`config.mk`:
```
export PLATFORM = sky130hd
export DESIGN_NAME = piecewise_linear_table_interp
export DESIGN_NICKNAME = d
export VERILOG_FILES = /design/src/hdl/pwli_pkg.sv /design/src/hdl/pwli_ram.sv /design/src/hdl/pwli_div.sv /design/src/hdl/piecewise_linear_table_interp.sv
export SDC_FILE = /design/constraint.sdc
export NUM_CORES = 2
export LEC_CHECK = 0
export CAP_MARGIN = 20
export CORE_MARGIN = 5
export CORE_UTILIZATION = 45
export DETAILED_ROUTE_END_ITERATION = 6
export DONT_BUFFER_PORTS = 1
export GPL_TIMING_DRIVEN = 0
export PLACE_DENSITY_LB_ADDON = 0.05
export SETUP_SLACK_MARGIN = 0.05
export SYNTH_ARGS = -nofsm -noshare
export SYNTH_HDL_FRONTEND = slang
export SYNTH_HIERARCHICAL = 1
export SYNTH_SLANG_ARGS = --single-unit
```
`constraint.sdc`:
```
create_clock -name clk -period 9.7 [get_ports clk]
set_input_delay 0.485 -clock clk [delete_from_list [all_inputs] [get_ports clk]]
set_output_delay 0.485 -clock clk [all_outputs]
set_load 0.01 [all_outputs]
```
`src/hdl/pwli_pkg.sv`:
```
package pwli_pkg;

	// Table geometry
	localparam int TABLE_DEPTH = 64;
	localparam int IDX_W       = $clog2(TABLE_DEPTH);
	localparam int CNT_W       = $clog2(TABLE_DEPTH + 1);

	// Field widths
	localparam int ENTRY_IDX_W = 6;
	localparam int PTS_W       = 7;
	localparam int WAVE_W      = 16;
	localparam int VAL_W       = 32;

	// Interpolation fraction (unsigned 0.16)
	localparam int FRAC_W    = 16;
	localparam int DIV_CNT_W = $clog2(FRAC_W + 1);

	// Item function codes
	localparam logic FUNC_LOAD  = 1'b0;
	localparam logic FUNC_QUERY = 1'b1;

	typedef enum logic [3:0] {
		S_IDLE,
		S_CHK0,
		S_CHKN,
		S_SRCH,
		S_UP,
		S_LO,
		S_DIV,
		S_MUL,
		S_ADD,
		S_OUT
	} state_t;

	// Fraction divider handshake
	typedef struct packed {
		logic              start;
		logic [FRAC_W-1:0] num;
		logic [FRAC_W-1:0] den;
	} div_req_t;

	typedef struct packed {
		logic              done;
		logic [FRAC_W-1:0] quot;
	} div_rsp_t;

endpackage

```
`src/hdl/pwli_ram.sv`:
```
module pwli_ram #(
	parameter int WIDTH = 32,
	parameter int DEPTH = 64
) (
	input  logic                     clk,
	input  logic                     we,
	input  logic [$clog2(DEPTH)-1:0] waddr,
	input  logic [WIDTH-1:0]         wdata,
	input  logic                     re,
	input  logic [$clog2(DEPTH)-1:0] raddr,
	output logic [WIDTH-1:0]         rdata
);

	logic [WIDTH-1:0] mem [DEPTH];

	// One write port, one registered read port
	always_ff @(posedge clk) begin
		if (we) begin
			mem[waddr] <= wdata;
		end
		if (re) begin
			rdata <= mem[raddr];
		end
	end

endmodule

```
`src/hdl/pwli_div.sv`:
```
module pwli_div (
	input  logic               clk,
	input  logic               arst_n,
	input  pwli_pkg::div_req_t req,
	output pwli_pkg::div_rsp_t rsp
);

	logic [pwli_pkg::DIV_CNT_W-1:0] cnt_q;
	logic                           done_q;
	logic [pwli_pkg::FRAC_W-1:0]    rem_q;
	logic [pwli_pkg::FRAC_W-1:0]    quot_q;
	logic [pwli_pkg::FRAC_W-1:0]    den_q;
	logic [pwli_pkg::FRAC_W:0]      rem_sh;
	logic [pwli_pkg::FRAC_W:0]      rem_nx;
	logic                           ge;

	// Restoring step: one quotient bit per cycle, remainder stays below divisor
	always_comb begin
		rem_sh = {rem_q, 1'b0};
		ge     = (rem_sh >= {1'b0, den_q});
		rem_nx = ge ? (rem_sh - {1'b0, den_q}) : rem_sh;
	end

	// Step counter and done pulse
	always_ff @(posedge clk or negedge arst_n) begin
		if (!arst_n) begin
			cnt_q  <= '0;
			done_q <= 1'b0;
		end else begin
			done_q <= !req.start && (cnt_q == pwli_pkg::DIV_CNT_W'(1));
			if (req.start) begin
				cnt_q <= pwli_pkg::DIV_CNT_W'(pwli_pkg::FRAC_W);
			end else if (cnt_q != '0) begin
				cnt_q <= cnt_q - pwli_pkg::DIV_CNT_W'(1);
			end
		end
	end

	// Remainder and quotient shift registers
	always_ff @(posedge clk) begin
		if (req.start) begin
			rem_q  <= req.num;
			quot_q <= '0;
			den_q  <= req.den;
		end else if (cnt_q != '0) begin
			rem_q  <= rem_nx[pwli_pkg::FRAC_W-1:0];
			quot_q <= {quot_q[pwli_pkg::FRAC_W-2:0], ge};
		end
	end

	assign rsp.done = done_q;
	assign rsp.quot = quot_q;

endmodule

```
`src/hdl/piecewise_linear_table_interp.sv`:
```
// Piecewise-linear lookup over a table of up to 64 breakpoints.
// Input channel (in_valid/in_ready): a load beat (func = 0) writes one
// wavelength/value pair into the table in the cycle it is accepted and gives
// no result. A query beat (func = 1) gives one result beat on the output
// channel (out_valid/out_ready) carrying interp_value.
// points_in_use is written through cfg_we/cfg_wdata; the user must write it
// only while the block is idle, which the block itself does not enforce.
// A query is worked on alone: the block reads the table memories once per
// cycle (first entry, last entry, one binary-search probe per cycle, at most
// 7 for 64 points, then the bracketing pair) and, to interpolate, runs a
// one-bit-per-cycle fraction divider, one multiply and one add. The block is
// ready for the next beat in the same cycle that out_valid rises. A load
// leaves the block idle and ready for the next beat.
// The finished result sits in an output register, so the next beat is taken
// while the result waits; a further query stalls at its end until the output
// register is free. Reset clears points_in_use and all control state; the
// table contents are undefined until loaded.
module piecewise_linear_table_interp (
	input  logic                              clk,
	input  logic                              arst_n,
	input  logic                              cfg_we,
	input  logic [pwli_pkg::PTS_W-1:0]        cfg_wdata,
	input  logic                              in_valid,
	output logic                              in_ready,
	input  logic                              func,
	input  logic [pwli_pkg::ENTRY_IDX_W-1:0]  entry_index,
	input  logic [pwli_pkg::WAVE_W-1:0]       entry_wavelength,
	input  logic signed [pwli_pkg::VAL_W-1:0] entry_value,
	input  logic [pwli_pkg::WAVE_W-1:0]       query_wavelength,
	output logic                              out_valid,
	input  logic                              out_ready,
	output logic signed [pwli_pkg::VAL_W-1:0] interp_value
);

	pwli_pkg::state_t state_q, state_nx;

	logic [pwli_pkg::PTS_W-1:0]  points_in_use_q;
	logic [pwli_pkg::CNT_W-1:0]  n_in;
	logic [pwli_pkg::CNT_W-1:0]  n_q;
	logic [pwli_pkg::WAVE_W-1:0] q_q;
	logic [pwli_pkg::CNT_W-1:0]  first_q;
	logic [pwli_pkg::CNT_W-1:0]  count_q;
	logic [pwli_pkg::IDX_W-1:0]  up_q;
	logic [pwli_pkg::WAVE_W-1:0] w1_q;
	logic [pwli_pkg::VAL_W-1:0]  v1_q;
	logic [pwli_pkg::VAL_W-1:0]  v0_q;
	logic [pwli_pkg::FRAC_W-1:0] t_q;
	logic [pwli_pkg::VAL_W-1:0]  prod_q;
	logic [pwli_pkg::VAL_W-1:0]  res_q;
	logic                        out_valid_q;
	logic [pwli_pkg::VAL_W-1:0]  interp_value_q;

	// Memory ports
	logic                        wr_en;
	logic [pwli_pkg::IDX_W-1:0]  wr_addr;
	logic                        rd_en;
	logic [pwli_pkg::IDX_W-1:0]  rd_addr;
	logic [pwli_pkg::WAVE_W-1:0] wave_rd;
	logic [pwli_pkg::VAL_W-1:0]  val_rd;

	// Search step
	logic [pwli_pkg::CNT_W-1:0]  step;
	logic [pwli_pkg::CNT_W-1:0]  mid_cur;
	logic                        probe_lt;
	logic [pwli_pkg::CNT_W-1:0]  first_nx;
	logic [pwli_pkg::CNT_W-1:0]  count_nx;
	logic [pwli_pkg::CNT_W-1:0]  mid_nx;
	logic [pwli_pkg::CNT_W-1:0]  up_nx;

	// Interval arithmetic
	logic [pwli_pkg::WAVE_W-1:0]     diff;
	logic [pwli_pkg::WAVE_W-1:0]     delta;
	logic signed [pwli_pkg::VAL_W:0] dv;
	logic signed [pwli_pkg::VAL_W+pwli_pkg::FRAC_W+1:0] prod;

	logic                   out_free;
	logic                   q_acc;
	logic                   ld_acc;
	pwli_pkg::div_req_t     div_req;
	pwli_pkg::div_rsp_t     div_rsp;

	assign out_free = !out_valid_q || out_ready;
	assign q_acc    = in_valid && in_ready && (func == pwli_pkg::FUNC_QUERY);
	assign ld_acc   = in_valid && in_ready && (func == pwli_pkg::FUNC_LOAD);

	// Count in use, clamped to the table depth
	assign n_in = ({25'd0, points_in_use_q} > 32'(pwli_pkg::TABLE_DEPTH))
		? pwli_pkg::CNT_W'(pwli_pkg::TABLE_DEPTH)
		: pwli_pkg::CNT_W'(points_in_use_q);

	// Binary-search step on the probe read last cycle
	always_comb begin
		step     = count_q >> 1;
		mid_cur  = first_q + step;
		probe_lt = (wave_rd < q_q);
		if (probe_lt) begin
			first_nx = mid_cur + pwli_pkg::CNT_W'(1);
			count_nx = count_q - step - pwli_pkg::CNT_W'(1);
		end else begin
			first_nx = first_q;
			count_nx = step;
		end
		mid_nx = first_nx + (count_nx >> 1);
		if (first_nx == '0) begin
			up_nx = pwli_pkg::CNT_W'(1);
		end else if (first_nx >= n_q) begin
			up_nx = n_q - pwli_pkg::CNT_W'(1);
		end else begin
			up_nx = first_nx;
		end
	end

	// Lower breakpoint arrives on the read port in S_LO
	assign diff  = q_q - wave_rd;
	assign delta = w1_q - wave_rd;
	assign dv    = $signed({v1_q[pwli_pkg::VAL_W-1], v1_q})
		- $signed({v0_q[pwli_pkg::VAL_W-1], v0_q});
	assign prod  = dv * $signed({1'b0, t_q});

	// Next state
	always_comb begin
		state_nx = state_q;
		case (state_q)
			pwli_pkg::S_IDLE: begin
				if (q_acc) begin
					state_nx = (n_in == '0) ? pwli_pkg::S_OUT : pwli_pkg::S_CHK0;
				end
			end
			pwli_pkg::S_CHK0: begin
				state_nx = (q_q <= wave_rd) ? pwli_pkg::S_OUT : pwli_pkg::S_CHKN;
			end
			pwli_pkg::S_CHKN: begin
				state_nx = (q_q >= wave_rd) ? pwli_pkg::S_OUT : pwli_pkg::S_SRCH;
			end
			pwli_pkg::S_SRCH: begin
				if (count_nx == '0) begin
					state_nx = pwli_pkg::S_UP;
				end
			end
			pwli_pkg::S_UP: begin
				state_nx = (wave_rd == q_q) ? pwli_pkg::S_OUT : pwli_pkg::S_LO;
			end
			pwli_pkg::S_LO: begin
				if (w1_q <= wave_rd) begin
					state_nx = pwli_pkg::S_OUT;
				end else if ((q_q < wave_rd) || (diff >= delta)) begin
					state_nx = pwli_pkg::S_MUL;
				end else begin
					state_nx = pwli_pkg::S_DIV;
				end
			end
			pwli_pkg::S_DIV: begin
				if (div_rsp.done) begin
					state_nx = pwli_pkg::S_MUL;
				end
			end
			pwli_pkg::S_MUL: state_nx = pwli_pkg::S_ADD;
			pwli_pkg::S_ADD: state_nx = pwli_pkg::S_OUT;
			pwli_pkg::S_OUT: begin
				if (out_free) begin
					state_nx = pwli_pkg::S_IDLE;
				end
			end
			default: state_nx = pwli_pkg::S_IDLE;
		endcase
	end

	// Memory read address and divider start
	always_comb begin
		rd_en       = 1'b0;
		rd_addr     = '0;
		div_req     = '0;
		div_req.num = diff;
		div_req.den = delta;
		case (state_q)
			pwli_pkg::S_IDLE: begin
				rd_en = q_acc;
			end
			pwli_pkg::S_CHK0: begin
				rd_en   = 1'b1;
				rd_addr = pwli_pkg::IDX_W'(n_q - pwli_pkg::CNT_W'(1));
			end
			pwli_pkg::S_CHKN: begin
				rd_en   = 1'b1;
				rd_addr = pwli_pkg::IDX_W'(n_q >> 1);
			end
			pwli_pkg::S_SRCH: begin
				rd_en   = 1'b1;
				rd_addr = (count_nx != '0) ? pwli_pkg::IDX_W'(mid_nx)
					: pwli_pkg::IDX_W'(up_nx);
			end
			pwli_pkg::S_UP: begin
				rd_en   = 1'b1;
				rd_addr = up_q - pwli_pkg::IDX_W'(1);
			end
			pwli_pkg::S_LO: begin
				div_req.start = (state_nx == pwli_pkg::S_DIV);
			end
			default: begin
				rd_en = 1'b0;
			end
		endcase
	end

	assign in_ready = (state_q == pwli_pkg::S_IDLE);

	// Load path: slots beyond the table are dropped
	assign wr_en   = ld_acc && ({26'd0, entry_index} < 32'(pwli_pkg::TABLE_DEPTH));
	assign wr_addr = pwli_pkg::IDX_W'(entry_index);

	pwli_ram #(
		.WIDTH(pwli_pkg::WAVE_W),
		.DEPTH(pwli_pkg::TABLE_DEPTH)
	) u_wave_ram (
		.clk  (clk),
		.we   (wr_en),
		.waddr(wr_addr),
		.wdata(entry_wavelength),
		.re   (rd_en),
		.raddr(rd_addr),
		.rdata(wave_rd)
	);

	pwli_ram #(
		.WIDTH(pwli_pkg::VAL_W),
		.DEPTH(pwli_pkg::TABLE_DEPTH)
	) u_val_ram (
		.clk  (clk),
		.we   (wr_en),
		.waddr(wr_addr),
		.wdata(entry_value),
		.re   (rd_en),
		.raddr(rd_addr),
		.rdata(val_rd)
	);

	pwli_div u_div (
		.clk   (clk),
		.arst_n(arst_n),
		.req   (div_req),
		.rsp   (div_rsp)
	);

	// Control state
	always_ff @(posedge clk or negedge arst_n) begin
		if (!arst_n) begin
			state_q         <= pwli_pkg::S_IDLE;
			points_in_use_q <= '0;
			out_valid_q     <= 1'b0;
		end else begin
			state_q <= state_nx;
			if (cfg_we) begin
				points_in_use_q <= cfg_wdata;
			end
			if ((state_q == pwli_pkg::S_OUT) && out_free) begin
				out_valid_q <= 1'b1;
			end else if (out_ready) begin
				out_valid_q <= 1'b0;
			end
		end
	end

	// Query datapath
	always_ff @(posedge clk) begin
		case (state_q)
			pwli_pkg::S_IDLE: begin
				q_q   <= query_wavelength;
				n_q   <= n_in;
				res_q <= '0;
			end
			pwli_pkg::S_CHK0: begin
				res_q <= val_rd;
			end
			pwli_pkg::S_CHKN: begin
				res_q   <= val_rd;
				first_q <= '0;
				count_q <= n_q;
			end
			pwli_pkg::S_SRCH: begin
				first_q <= first_nx;
				count_q <= count_nx;
				up_q    <= pwli_pkg::IDX_W'(up_nx);
			end
			pwli_pkg::S_UP: begin
				res_q <= val_rd;
				w1_q  <= wave_rd;
				v1_q  <= val_rd;
			end
			pwli_pkg::S_LO: begin
				res_q <= val_rd;
				v0_q  <= val_rd;
				t_q   <= (q_q < wave_rd) ? '0 : '1;
			end
			pwli_pkg::S_DIV: begin
				t_q <= div_rsp.quot;
			end
			pwli_pkg::S_MUL: begin
				prod_q <= prod[pwli_pkg::VAL_W+pwli_pkg::FRAC_W-1:pwli_pkg::FRAC_W];
			end
			pwli_pkg::S_ADD: begin
				res_q <= v0_q + prod_q;
			end
			pwli_pkg::S_OUT: begin
				if (out_free) begin
					interp_value_q <= res_q;
				end
			end
			default: begin
				res_q <= res_q;
			end
		endcase
	end

	assign out_valid    = out_valid_q;
	assign interp_value = interp_value_q;

	// The divider only reports while the sequencer waits on it
	a_div_done_in_div: assert property (@(posedge clk) disable iff (!arst_n)
		div_rsp.done |-> (state_q == pwli_pkg::S_DIV))
		else $error("divider done outside divide state");

	// A search step always has entries left to probe
	a_srch_count: assert property (@(posedge clk) disable iff (!arst_n)
		(state_q == pwli_pkg::S_SRCH) |-> (count_q != '0))
		else $error("search step with empty range");

	// Upper breakpoint lies strictly inside the table in use
	a_up_range: assert property (@(posedge clk) disable iff (!arst_n)
		(state_q == pwli_pkg::S_UP) |->
		((up_q != '0) && ({1'b0, up_q} < n_q)))
		else $error("upper breakpoint out of range");

	// A query leaves idle only with a non-empty table or straight to output
	a_empty_query: assert property (@(posedge clk) disable iff (!arst_n)
		(q_acc && (n_in == '0)) |=> ((state_q == pwli_pkg::S_OUT) && (res_q == '0)))
		else $error("empty-table query not returning zero");

endmodule
```
==> metrics.md <==
| Metric | Value |
|---|---|
| Final Cycle Share | 0.973 |
| Clk_lat worst skew | roughly 950 ps |
| Synth unique cells | about 110 |
| Fin Clk Skew | 83.6 ps |
| Post-synth EDFFs | 3387 |
| Overflow after GRT | 0 |
| Worst-case hold slack | around 110 ps |
| Initial core utilization | 0.451 |
| Routed Antenna Nets | 0 |
| Final worst setup slack | about 270 ps |
| Most used cell, CP | buf_2 |
| Cts bufs inserted | about 370 |
| Worst Path Arrival | around 10000 ps |
| Via density | about 6 |
| Clock Sinks | 3421 |
| #FFs+latches synth | around 3400 |
| Core Rows | approximately 220 |
| DRT iter0 DRCs | between 9000 and 10000 |
| Status | finished clean |
| Post-Synthesis Cells | 8762 |
| Clock root cell | clkbuf_16 |
| GRT Util Overall | 0.273 |
| Worst Hold Endpoint | u_wave_ram/mem[52][6]$_DFFE_PP_ |
| CP Class | reg -> reg |
| Max-cap violations | 0 |
| R2R Setup Slk | between 200 and 300 ps |
| Placer Congestion | a little under 0.9 |
| DRT Wirelength | 490000 µm |
| Pre-CTS setup slack | -924 ps |
| Slowest cell on crit path | a21oi_1 |
| Port bufs | 0 |
| I/O Pins | around 120 |
| Placed Area | around 170000 µm² |
| CP Max Fanout | 10 |
| Worst hold start | entry_index[0] |
| Via count | 85500 |
| Die height | between 500 and 600 µm |
| Pins Over Slew Limit | 0 |
| Rel. slew slack | 0.196 |
| Area grow syn2layout | 16.3% |
| Peak VDD IR | approximately 0.26 mV |
| Fmax | roughly 110 MHz |
| Crit Reg-Reg Startpoint | q_q[13]$_DFFE_PP_ |
| Ys async rst share | 0.00526 |
| FF-to-FF End | u_val_ram/rdata[2]$_DFFE_PP_ |
| First-pass DRT Iterations | 6 |
| TNS Setup | 0 ps |
| Post-synthesis sequential area ratio | 0.663 |
| Design Area, Final | ~180000 µm² |
| RSZ-0062 raised after global routing | yes |
| Fin crit period | about 9400 ps |
| Startpoint Class | register |
| Number of cells on the worst hold path | 2 |
| Yosys warnings | 6 |
| Top_reg_cell synth | edfxtp_1 |
| Leak pwr | a little over 60 nW |
| Die Width | between 500 and 600 µm |
| CTS tree | built |
| Final Hold Viols | 0 |
| Setup crit end kind | register |
| Worst-path clk slew | roughly 60 ps |
| Pwr dens | just over 300 nW/µm² |
| Worst Tran Pin Value | 1210 ps |
| Layout cells sized above 1 | 0.208 |
| Initial antenna violation count | 23 |
| Post-synth net total | between 9000 and 10000 |
| Final setup fails | 0 |
| Total power | approximately 54 mW |
| Core Region | 343000 µm² |
| H-tree Lvls | 5 |
| Die area | roughly 360000 µm² |
| R2R depth | 28 |
| NumNets Final | 10300 |
| CP peak stage delay | 950 ps |
| # DRC | 0 |
| Req. time, crit path | around 10000 ps |
| Mapped Avg Cell Area | around 18 µm² |
| Max Buffers Root-to-Sink | 4 |
| Number of global-route vias before repair | slightly below 90000 |
| Largest net degree at the start of global routing | 65 |
| Placed wire-length estimate | 340000 µm |
| Worst hold path type | in -> reg |
| First-pass GRT wire length | roughly 680000 µm |
| Wirelength per Cell | 34.1 µm |
| Mapped Area | between 150000 and 200000 µm² |
logic make-up after synthesis:
family / Yosys count / synth area share
AOI/OAI and AO/OA: 865 / 0.0389
xor gates and xnor gates: 164 / 0.00938
adders and majority gates: 762 / 0.0855
buffers and inverters: 1125 / 0.0312
DFF: 3421 / 0.663
muxes: 997 / 0.127
and+or+nand+nor: 1428 / 0.0453
Yosys cell counts (14+ instances only):
library cell  instances  area (µm²)
fa_1                492        9850
mux4_2              764       17200
a21oi_1             223        1120
xnor2_1             114         998
nand2b_1             48         300
and3_1               19         119
buf_2               106         531
nor2b_1             111         694
a22o_1               35         307
a211oi_1             19         143
buf_4                40         300
a311oi_1             17         149
mux2_2               36         405
ha_1                268        3350
dfxtp_1              16         320
a211o_1              15         131
mux2i_1             192        1920
buf_1                24        90.1
edfxtp_1           3387      102000
o21a_1               41         308
clkbuf_1            198         743
a22oi_1              59         443
inv_1               719        2700
nand2_1             484        1820
nor2_1              298        1120
o21bai_1             14         105
nand3b_1             17         128
buf_6                26         293
dfrtp_1              18         450
and2_1              252        1580
nand3_1              54         270
o221ai_1             34         298
nand4_1              33         206
a221o_1              14         140
a21o_1               55         413
o22ai_1              93         582
nor3_1               36         180
a221oi_1             20         175
o21ai_0              85         425
a31oi_1              19         119
xor2_1               49         429
where the power goes:
part,leakage [nW],switching (mW),internal [mW]
Combinational,24.3,14.4,8.61
Clock,5.69,5.78,8.05
Sequential,30.9,0.325,17.1
layer usage:
layer | wire length (µm) | global-route usage | share of wire | vias up
met5 | 12 | 0 | 0.000024 | -
met4 | 22200 | 0.102 | 0.045 | 2
met3 | 35700 | 0.0417 | 0.073 | 804
met2 | 235000 | 0.445 | 0.48 | 3745
met1 | 197000 | 0.376 | 0.40 | 45900
li1 | - | - | - | 35100
metrics by stage:
stage	std cells	utilization
floorplan	8762	-
global placement	13300	0.468
detailed placement	13500	0.482
CTS	14300	0.523
global route	14400	0.525
finish	14400	0.525
flip-flops by register name, summed over array words and instances (netlist names), 16 cells and up:
| signal | flops |
|---|---|
| res_q | 32 |
| u_wave_ram/mem | 1024 |
| q_q | 16 |
| prod_q | 32 |
| v1_q | 32 |
| t_q | 16 |
| u_div/rem_q | 16 |
| u_val_ram/rdata | 32 |
| u_div/quot_q | 16 |
| u_val_ram/mem | 2048 |
| w1_q | 16 |
| u_div/den_q | 16 |
| interp_value | 32 |
| u_wave_ram/rdata | 16 |
| v0_q | 32 |
timing repair:
| action | CTS | global route |
|---|---|---|
| pin swaps | 6 | 25 |
| hold buffers | 133 | 0 |
| hold endpoints to repair | 3120 | 0 |
| setup endpoints to repair | 21 | 29 |
| gates resized for setup | 54 | 79 |
| gates cloned | 0 | 0 |
| buffers inserted | 8 | 12 |
cell usage in the layout, fill, tap and decap left out, drive strengths merged, types with 41 or more instances in the layout:
cell            n
clkinv        144
mux2i         193
o21a           41
buf           488
xor2           49
nand2b         49
nor2b         111
fa            492
nor2          301
ha            268
o22ai          93
and2          252
xnor2         114
mux4          768
a22oi          59
o21ai          99
inv           731
a21oi         229
dlygate4sd3    84
edfxtp       3387
nand2         485
a21o           55
clkbuf        661
nand3          54
worst max-delay path, delay by kind of cell (launching register included):
family | cells | cell delay (ps)
flip-flops | 1 | 490
multiplexers | 1 | 410
AND/OR/NAND/NOR | 10 | 2660
adder cells (fa/ha/maj) | 2 | 650
buffers and inverters | 6 | 2480
AO/OA/AOI/OAI | 9 | 2360
how the worst max path moves through the flow:
stage                               from                               to  slack, ps  cells after the start
finish                 q_q[13]$_DFFE_PP_     u_val_ram/rdata[2]$_DFFE_PP_        270                     28
global route           v0_q[0]$_DFFE_PP_             prod_q[28]$_DFFE_PP_         -5                     30
CTS                    v0_q[1]$_DFFE_PP_             prod_q[28]$_DFFE_PP_         70                     35
detailed placement     v0_q[1]$_DFFE_PP_             prod_q[28]$_DFFE_PP_       -920                     34
global placement    state_q[1]$_DFF_PN0_  u_val_ram/mem[48][25]$_DFFE_PP_      -3820                      8
floorplan             v1_q[13]$_DFFE_PP_             prod_q[28]$_DFFE_PP_       1490                     33
layout make-up:
cell class                      instances  area [µm²]
Sequential cell                      3421      102000
Fill cell                           27700      163000
Antenna cell                           13        32.5
Buffer                                406        2220
Clock buffer                          457        9690
Timing Repair Buffer                  371        6430
Multi-Input combinational cell       4216       48500
Inverter                              719        2700
Tap cell                             4557        5700
Clock inverter                        201        2010
(Power assumes the default switching activity.)
